--- config.mk ---
export PLATFORM = sky130hd
export DESIGN_NAME = ilir_cell
export DESIGN_NICKNAME = d
export VERILOG_FILES = /design/src/rtl/ilir_pkg.sv /design/src/rtl/ilir_cell.sv
export SDC_FILE = /design/constraint.sdc
export NUM_CORES = 1
export LEC_CHECK = 0
export ABC_AREA = 1
export BUFFER_PORTS_ARGS = -buffer_cell sky130_fd_sc_hd__buf_2
export CAP_MARGIN = 20
export CORE_ASPECT_RATIO = 0.6
export CORE_MARGIN = 10
export CORE_UTILIZATION = 45
export DETAILED_ROUTE_END_ITERATION = 10
export PLACE_DENSITY = 0.87
export SYNTH_ARGS = -nofsm -noshare
export SYNTH_HDL_FRONTEND = slang
export SYNTH_SLANG_ARGS = --single-unit
--- constraint.sdc ---
create_clock -name clk -period 6.15 [get_ports clk]
set_clock_uncertainty 0.15 [all_clocks]
set_input_delay 0.615 -clock clk [delete_from_list [all_inputs] [get_ports clk]]
set_output_delay 0.615 -clock clk [all_outputs]
set_load 0.02 [all_outputs]
--- src/rtl/ilir_pkg.sv ---
package ilir_pkg;

	localparam int unsigned DATA_W = 32;
	localparam int unsigned POS_W  = 7;
	localparam int unsigned CNT_W  = 7;

	typedef enum logic [1:0] {
		ST_OK    = 2'd0,
		ST_RANGE = 2'd1,
		ST_FULL  = 2'd2,
		ST_EMPTY = 2'd3
	} status_t;

	typedef enum logic {
		CMD_INSERT = 1'b0,
		CMD_REMOVE = 1'b1
	} cmd_t;

	// per-cell control for one accepted item
	typedef struct packed {
		logic ins;  // insert takes effect this cycle
		logic rem;  // remove takes effect this cycle
		logic eq;   // this cell sits at the item's position
		logic gt;   // this cell sits above the item's position
	} cell_ctrl_t;

endpackage

--- src/rtl/ilir_cell.sv ---
module ilir_cell
	import ilir_pkg::*;
(
	input  logic                clk,
	input  cell_ctrl_t          ctrl,
	input  logic [DATA_W-1:0]   ins_value,
	input  logic [DATA_W-1:0]   left_data,
	input  logic [DATA_W-1:0]   right_data,
	output logic [DATA_W-1:0]   data,
	output logic [DATA_W-1:0]   tap
);

	logic [DATA_W-1:0] data_q;

	// take from the lower neighbor or new value on insert, upper on remove
	always_ff @(posedge clk) begin
		if (ctrl.ins && ctrl.gt) begin
			data_q <= left_data;
		end else if (ctrl.ins && ctrl.eq) begin
			data_q <= ins_value;
		end else if (ctrl.rem && (ctrl.gt || ctrl.eq)) begin
			data_q <= right_data;
		end
	end

	assign data = data_q;
	assign tap  = (ctrl.rem && ctrl.eq) ? data_q : '0;

endmodule
* Word level (Yosys, flattened, before mapping)
Index checks and enable logic that the tools add are counted.
** Word-level totals
- Register bits after elaboration :: 32
- Bits of input ports :: 101
- Output and inout port bits :: 64
- Logic and storage cells :: 11
** Operators by class
- Muxes and demuxes :: 4
- Reductions and logical operators :: 6
** Operator list (count)
- 2-to-1 mux 32 bit :: 4
- logical AND 1 bit :: 4
- nonzero test 3 bit :: 1
- logical OR 1 bit :: 1

* Depth between registers and ports, before layout
Gate-level depths: netlist of the first run.
- Depth after elaboration :: 5
- Depth in mapped cells :: 6
- Gate-level depth less buffers :: 4

* Least setup slack after synthesis of the first run
Ideal clock, no wire load.
- Path type :: input port to flip-flop
- Start :: input ctrl[1] (netlist bit)
- End :: register data_q[0] (netlist: data[0]), enable pin
- Setup time :: 0.561 ns
- Arrival :: 1.818 ns
- Data required time :: 5.439 ns
- Slack :: 3.621 ns
- Stages on the path :: 4
- Buffers on the path :: 2
- Cells stage by stage :: buf_4 > buf_2 > o21ai_0 > nand3_1
** On the way
- Longest elaborated chain between the ends :: 3
- Elaborated cells on any way between the ends :: 4
- Those cells by class :: reduce/logical (4)
** Ends and longest elaborated chain
- from (decl) :: line ilir_cell.sv:5 : input cell_ctrl_t ctrl,
- logical OR 1 bit :: line ilir_cell.sv:21 : end else if (ctrl.rem && (ctrl.gt || ctrl.eq)) begin
- logical AND 1 bit :: line ilir_cell.sv:21
- nonzero test 3 bit (no line) (*)
- to (signal assigned) :: line ilir_cell.sv:18 : data_q <= left_data;
- to (signal assigned) :: line ilir_cell.sv:20 : data_q <= ins_value;
- to (signal assigned) :: line ilir_cell.sv:22 : data_q <= right_data;
- to (decl) :: line ilir_cell.sv:13 : logic [DATA_W-1:0] data_q;
Mark *: on every way between the ends. The rest lies on a longest branch, timed or not.
A chain may end at the register's enable or synchronous reset.

* Final worst setup path of the first run
- Start :: input ctrl[1] (netlist bit)
- End :: output tap[19]
** On the way
- Longest elaborated chain between the ends :: 2
** Ends and longest elaborated chain
- logical AND 1 bit :: line ilir_cell.sv:27 : assign tap = (ctrl.rem && ctrl.eq) ? data_q : '0;
- 2-to-1 mux 32 bit :: line ilir_cell.sv:27
- to (decl) :: line ilir_cell.sv:10 : output logic [DATA_W-1:0] tap
Every way passes these cells.

==> summary.md, run 1 <==
| Metric | Value |
|---|---|
| Total number of vias | around 2600 |
| Peak VDD IR | 0.000108 V |
| Clock Tree Buf Depth | 2 |
| Cts bufs inserted | 5 |
| Average cell area after synthesis | between 6 and 7 µm² |
| Fin crit share | between 40% and 50% |
| Total wire length | around 8000 µm |
| CP Max Fanout | 35 |
| Critical Path AT | 2240 ps |
| Ys Warns | 0 |
| Post-CTS Resized | 0 |
| Max H-tree Level | 2 |
| Hold Fails Final Rpt | 0 |
| Clock transition at path regs | 70 ps |
| Number of synthesized flops with an enable pin | 32 |
| Final hold slack | 450 ps |
| Detailed placement HPWL | 6110 µm |
| I/O Pins | 165 |
| Worst slew pin tran | 846 ps |
| Ys flop type | edfxtp_1 |
| Area contributors post-synth | edfxtp_1 41%, nand2_1 16%, inv_1 16%, nand3_1 14%, nor2_1 5.2% |
| Total global-route track usage | a little under a fifth |
| Setup Fix Bufs, Post-CTS | 0 |
| Share of cells above drive strength 1 | approximately a third |
| DR pass1 iterations | 4 |
| Top Metal Used | met4 |
| Avg WL per Cell | about 14 µm |
| Synth top cells by count | 97 x nand2_1, 96 x inv_1, 65 x nand3_1, 32 x edfxtp_1, 32 x nor2_1 |
| Yosys top cell by area | edfxtp_1 |
| Die W | 113 µm |
| Iteration-0 DRC Markers | ~140 |
| Storage cell area | 961 µm² |
| Starting Density | 46.1% |
| CP Capture Type | output port |
| Wl on met1 | 3220 µm |
| CP Launch Type | input pin |
| Port Buffers | 164 |
| Design area | 3210 µm² |
| HP Class | in -> reg |
| Setup crit start | ctrl[1] |
| Slew Limit Fails | 0 |
| P&R area growth vs syn | 38.4% |
| Cell variety after synth | 11 |
| Area of the multi-input gates | roughly 840 µm² |
| Cells after Synth | ~350 |
| Final setup vio count | 0 |
| Seq/Total Area, Yosys | between 40% and 50% |
| Vias in the first global route | 2685 |
| FF+latch count, synth | 32 |
| Core box area | 5030 µm² |
| Post-Syn Area | 2320 µm² |
| Met2 wire len | 3790 µm |
| Vias per std cell | 4.61 |
| Syn Nets | around 450 |
| Clock root buffer | clkbuf_8 |
| Nets | 599 |
| First-pass GRT wire length | between 10000 and 15000 µm |
| Slew headroom | 43.6% |
| Crit Path Category | in -> out |
| Async SR Flop Fraction | 0% |
| Fill cells | 482 |
| Area share of the largest cell type after synthesis | around two fifths |
| Initial antenna violation count | 0 |
| Die Footprint | 8510 µm² |
| Power Density | 226 nW/µm² |
| LEAKAGE | 2.08 nW |
| TritonCTS clock tree | yes |
| FMAX | 333 MHz |
| Worst hold start | left_data[31] |
| CP required | 5380 ps |
| Metal3 WL | between 1000 and 1500 µm |
| TritonCTS sink count | 32 |
| DRC violations left | 0 |
| Max-Cap Viols | 0 |
| RSZ-0062 raised after global routing | false |
| Placed inst area | 3070 µm² |
| Largest net degree at the start of global routing | 36 |
| Status | finished clean |
| Period minus WS final | 3000 ps |
| Largest register FFs | 32 |
| ANT nets after route | 0 |
| Diodes inserted | 0 |
| # hold bufs at CTS | 0 |
| Count leader, synth | nand2_1 |
| Die H | 75.6 µm |
| Fin Setup TNS | 0 ps |
| GRT Residual Overflow | 0 |
| Cell row count | 20 |
| GPL Wtd Cong | 0.779 |
-- critical path, cell delays in order --
cell and delay (ps):
buf_2 540, nand2_1 480, buf_16 300, nor2_1 100, buf_2 180
-- power breakdown --
| part | internal, mW | switching (mW) | total, mW |
|---|---|---|---|
| sequential | 0.282 | 0.0176 | 0.299 |
| combinational | 0.0803 | 0.147 | 0.228 |
| clock | 0.118 | 0.0795 | 0.197 |
| total | 0.480 | 0.245 | 0.724 |
-- through the flow --
stage          utilization [%]  setup slack (ps)  cells  power [mW]
6_report                  63.8              3150    565       0.724
5_1_grt                   63.8              3010    565       0.766
4_1_cts                   63.2              2830    564       0.728
3_5_place_dp              61.1              2830    556       0.532
3_3_place_gp              61.1              2960    556       0.525
2_1_floorplan                -              3620    346       0.442
-- area by class of cell --
type / count / share of cell area, %
Sequential cell: 32 / 30.0
Multi-Input combinational cell: 197 / 26.3
Inverter: 97 / 11.4
Timing Repair Buffer: 165 / 26.5
Tap cell: 66 / 2.58
Clock inverter: 3 / 1.17
Clock buffer: 5 / 2.15
-- routing by layer --
| metal | up-vias | track usage [%] |
|---|---|---|
| met5 | - | 0 |
| met4 | 0 | 5.18 |
| met3 | 4 | 8.88 |
| met2 | 130 | 31.8 |
| met1 | 1148 | 19.4 |
| li1 | 1325 | - |
-- placed cells by master (no fill, tap or decap), drive strengths merged --
cell type	netlist	layout
buf	20	165
nand2	99	99
inv	97	97
nand3	65	65
nor2	32	32
edfxtp	32	32
clkbuf	0	5
clkinv	0	2
o21ai	1	1
bufinv	0	1
-- kinds of logic (layout without fill, tap and decap cells) --
family                 count (synthesis)  count (layout)  synth area share, %
DFF                                   32              32                 41.5
AOI/OAI and AO/OA                      1               1                0.216
buffers and inverters                117             270                 22.4
and+or+nand+nor                      196             196                 35.9
-- worst paths after layout --
path                                 end  slack (ps)  cells past startpoint
worst max-delay path             tap[19]        3150                      5
worst min-delay path  data[31]$_DFFE_PP_         450                      3
(Power assumes the default switching activity.)
==> inputs of run 2 (changes only) <==
--- a/config.mk
+++ b/config.mk
@@ -5,14 +5,14 @@
 export SDC_FILE = /design/constraint.sdc
 export NUM_CORES = 1
 export LEC_CHECK = 0
-export ABC_AREA = 1
+export ABC_AREA = 0
 export BUFFER_PORTS_ARGS = -buffer_cell sky130_fd_sc_hd__buf_2
 export CAP_MARGIN = 20
 export CORE_ASPECT_RATIO = 0.6
 export CORE_MARGIN = 10
-export CORE_UTILIZATION = 45
+export CORE_UTILIZATION = 39
 export DETAILED_ROUTE_END_ITERATION = 10
-export PLACE_DENSITY = 0.87
+export PLACE_DENSITY = 0.81
 export SYNTH_ARGS = -nofsm -noshare
 export SYNTH_HDL_FRONTEND = slang
 export SYNTH_SLANG_ARGS = --single-unit
==> constraint.sdc (replaced) <==
create_clock -name clk -period 3.1 [get_ports clk]
set_clock_uncertainty 0.15 [all_clocks]
set_input_delay 0.31 -clock clk [delete_from_list [all_inputs] [get_ports clk]]
set_output_delay 0.31 -clock clk [all_outputs]
set_load 0.02 [all_outputs]
==> run 2 against run 1 <==
Compared with the run above: setup slack worse by 2000 ps; cell area is 10% lower; non-clock buffer count rose by 3; hold slack worse by 180 ps; power is 76% higher; largest power group unchanged; via count shrank 8.6%.
==> summary.md, run 2 <==
| Metric | Value |
|---|---|
| Status | finished clean |
| Fin Setup TNS | 0 ps (unchanged) |
| Slew headroom | 56.9% (+13 points) |
| Diodes inserted | 0 (unchanged) |
| Sequential fraction of design power | 45.3% (+4.0 points) |
| RSZ-0062 raised after global routing | false |
| Largest net degree at the start of global routing | 38 (+5.6%) |
| Cells after Synth | 222 (-36%) |
| CP Max Fanout | 35 (unchanged) |
| CP Capture Type | output port |
| WHS Path Cells | 3 (unchanged) |
| GRT Residual Overflow | 0 (unchanged) |
| TritonCTS clock tree | yes |
| Largest register FFs | 32 (unchanged) |
| Switching power | 0.421 mW (+72%) |
| DRC violations left | 0 (unchanged) |
| Fin crit share | 64.0% |
| Initial antenna violation count | 0 (unchanged) |
| Cell row count | 20 (unchanged) |
| CP Launch Type | input pin |
| # hold bufs at CTS | 0 (unchanged) |
| Hold Fails Final Rpt | 0 (unchanged) |
| Final hold slack | 274 ps (-176 ps) |
| P&R area growth vs syn | 43.9% |
| Slew Limit Fails | 0 (unchanged) |
| Max H-tree Level | 2 (unchanged) |
| Worst Hold End | data[28]$_DFFE_PP_ |
| Most frequent cells in the layout | 164 x buf_2, 96 x nor3_1, 32 x o22ai_1, 32 x and3_1, 32 x edfxtp_1 |
| Setup Fix Bufs, Post-CTS | 0 (unchanged) |
| First-pass GRT wire length | 11400 µm (-9.1%) |
| Die Footprint | 8480 µm² (-0.44%) |
| FF+latch count, synth | 32 (unchanged) |
| Iteration-0 DRC Markers | 134 (-2.2%) |
| Post-CTS Resized | 0 (unchanged) |
| HP Class | in -> reg |
| Core box area | 5000 µm² (-0.50%) |
| Average cell area after synthesis | 9.00 µm² (+34%) |
| Max-Cap Viols | 0 (unchanged) |
| I/O Pins | 165 (unchanged) |
| TritonCTS sink count | 32 (unchanged) |
| Combinational share of power | 31.7% (+0.3 points) |
| Worst slew pin tran | 644 ps (-201 ps) |
| Port Buffers | 164 (unchanged) |
| Commonest non-fill, non-tap cell in the layout | buf_2 |
| CP required | 2640 ps (-2740 ps) |
| ANT nets after route | 0 (unchanged) |
| Peak VDD IR | 0.000198 V (+83%) |
| Vias per std cell | 5.47 (+18%) |
| Power Density | 443 nW/µm² (+96%) |
| FMAX | 504 MHz |
| Internal power | 0.852 mW (+77%) |
| Clock power frac | 23.1% (-4.2 points) |
| Detailed placement HPWL | 5880 µm (-3.8%) |
| Seq/Total Area, Yosys | 48.1% (+6.7 points) |
| Total wire length | 7600 µm (-6.1%) |
| Starting Density | 39.9% (-6.2 points) |
| Critical Path AT | 1520 ps (-720 ps) |
| Cts bufs inserted | 5 (unchanged) |
| Area contributors post-synth | edfxtp_1 48%, nor3_1 24%, and3_1 10%, o22ai_1 10%, buf_2 4.3% |
| Setup crit start | ctrl[1] |
| Total number of vias | 2383 (-8.6%) |
| Synth top cells by count | 96 x nor3_1, 32 x and3_1, 32 x edfxtp_1, 32 x o22ai_1, 17 x buf_2 |
| Syn Nets | 323 (-28%) |
| Clock root buffer | clkbuf_8 |
| Die H | 75.4 µm (-0.21%) |
| Avg WL per Cell | 17.4 µm (+22%) |
| Die W | 112 µm (-0.23%) |
| Area share of the largest cell type after synthesis | 48.1% (+6.7 points) |
| Yosys top cell by area | edfxtp_1 |
| Cell variety after synth | 10 (-1) |
| Sw frac | 33.1% (-0.68 points) |
| Number of synthesized flops with an enable pin | 32 (unchanged) |
| Crit Path Category | in -> out |
| DR pass1 iterations | 4 (unchanged) |
| Ys Warns | 0 (unchanged) |
| Share of cells above drive strength 1 | 47.6% (+12 points) |
| Count leader, synth | nor3_1 |
| Async SR Flop Fraction | 0% (unchanged) |
| Final setup vio count | 0 (unchanged) |
| Worst hold start | left_data[28] |
| Clock Tree Buf Depth | 2 (unchanged) |
| Clock transition at path regs | 60 ps (about the same) |
| GPL Wtd Cong | 0.755 (-3.1%) |
| Period minus WS final | between 1500 and 2000 ps |
| Nets | 471 (-21%) |
| Post-Syn Area | 2000 µm² (-14%) |
| LEAKAGE | 1.40 nW (-33%) |
| Ys flop type | edfxtp_1 |
| Total global-route track usage | 16.3% (-1.8 points) |
| Vias in the first global route | 2348 (-13%) |
-- run 2: how the worst max path moves through the flow --
stage / end / slack (ps) / depth (start not counted)
after floorplan: data[0]$_DFFE_PP_ / 1070 / 3
after global placement: data[31]$_DFFE_PP_ / 1090 / 4
after detailed placement: data[18]$_DFFE_PP_ / 990 / 4
after CTS: tap[13] / 1120 / 4
after global routing: tap[21] / 1010 / 4
final: tap[19] / 1120 / 4
-- run 2: kinds of logic (layout without fill, tap and decap cells) --
family | count (synthesis) | count (layout) | synth area share [%]
and+or+nand+nor | 130 | 130 | 34.7
buffers and inverters | 27 | 175 | 6.70
DFF | 32 | 32 | 48.1
AOI/OAI and AO/OA | 33 | 33 | 10.5
-- run 2: layout make-up --
class                   instances  area (µm²)
fillers                       460        2130
flip-flops and latches         32         961
multi-input cells             163         902
repair buffers                168         851
well taps                      66        82.6
clock buffers                   6        72.6
clock inverters                 1        5.00
-- run 2: power groups by stage --
| stage | registers [mW] | logic, mW | clock network (mW) |
|---|---|---|---|
| 2_1_floorplan | 0.657 | 0.159 | 0 |
| 3_3_place_gp | 0.583 | 0.401 | 0 |
| 3_5_place_dp | 0.585 | 0.408 | 0 |
| 4_1_cts | 0.577 | 0.408 | 0.302 |
| 5_1_grt | 0.583 | 0.438 | 0.323 |
| 6_report | 0.576 | 0.403 | 0.293 |
-- run 2: per-layer routing --
metal | GRT usage, % | up-vias | share of wire, %
met4 | 3.50 | 0 | 0.43
met3 | 6.21 | 2 | 11
met2 | 27.8 | 147 | 48
li1 | - | 1166 | -
met5 | 0 | - | 0
met1 | 19.5 | 1068 | 42
-- run 2: through the flow --
step	instances	area [µm²]	total power, mW	utilization, %	worst slack, ps
finish	436	2870	1.27	57.4	1120
global placement	429	2800	0.984	55.9	1090
global route	436	2870	1.34	57.4	1010
detailed placement	429	2800	0.993	55.9	987
floorplan	222	2000	0.816	-	1070
CTS	436	2870	1.29	57.4	1120
-- run 2: worst max-delay path, stage by stage --
cell and delay (ps):
buf_2 440, buf_4 390, and3_1 200, buf_2 160
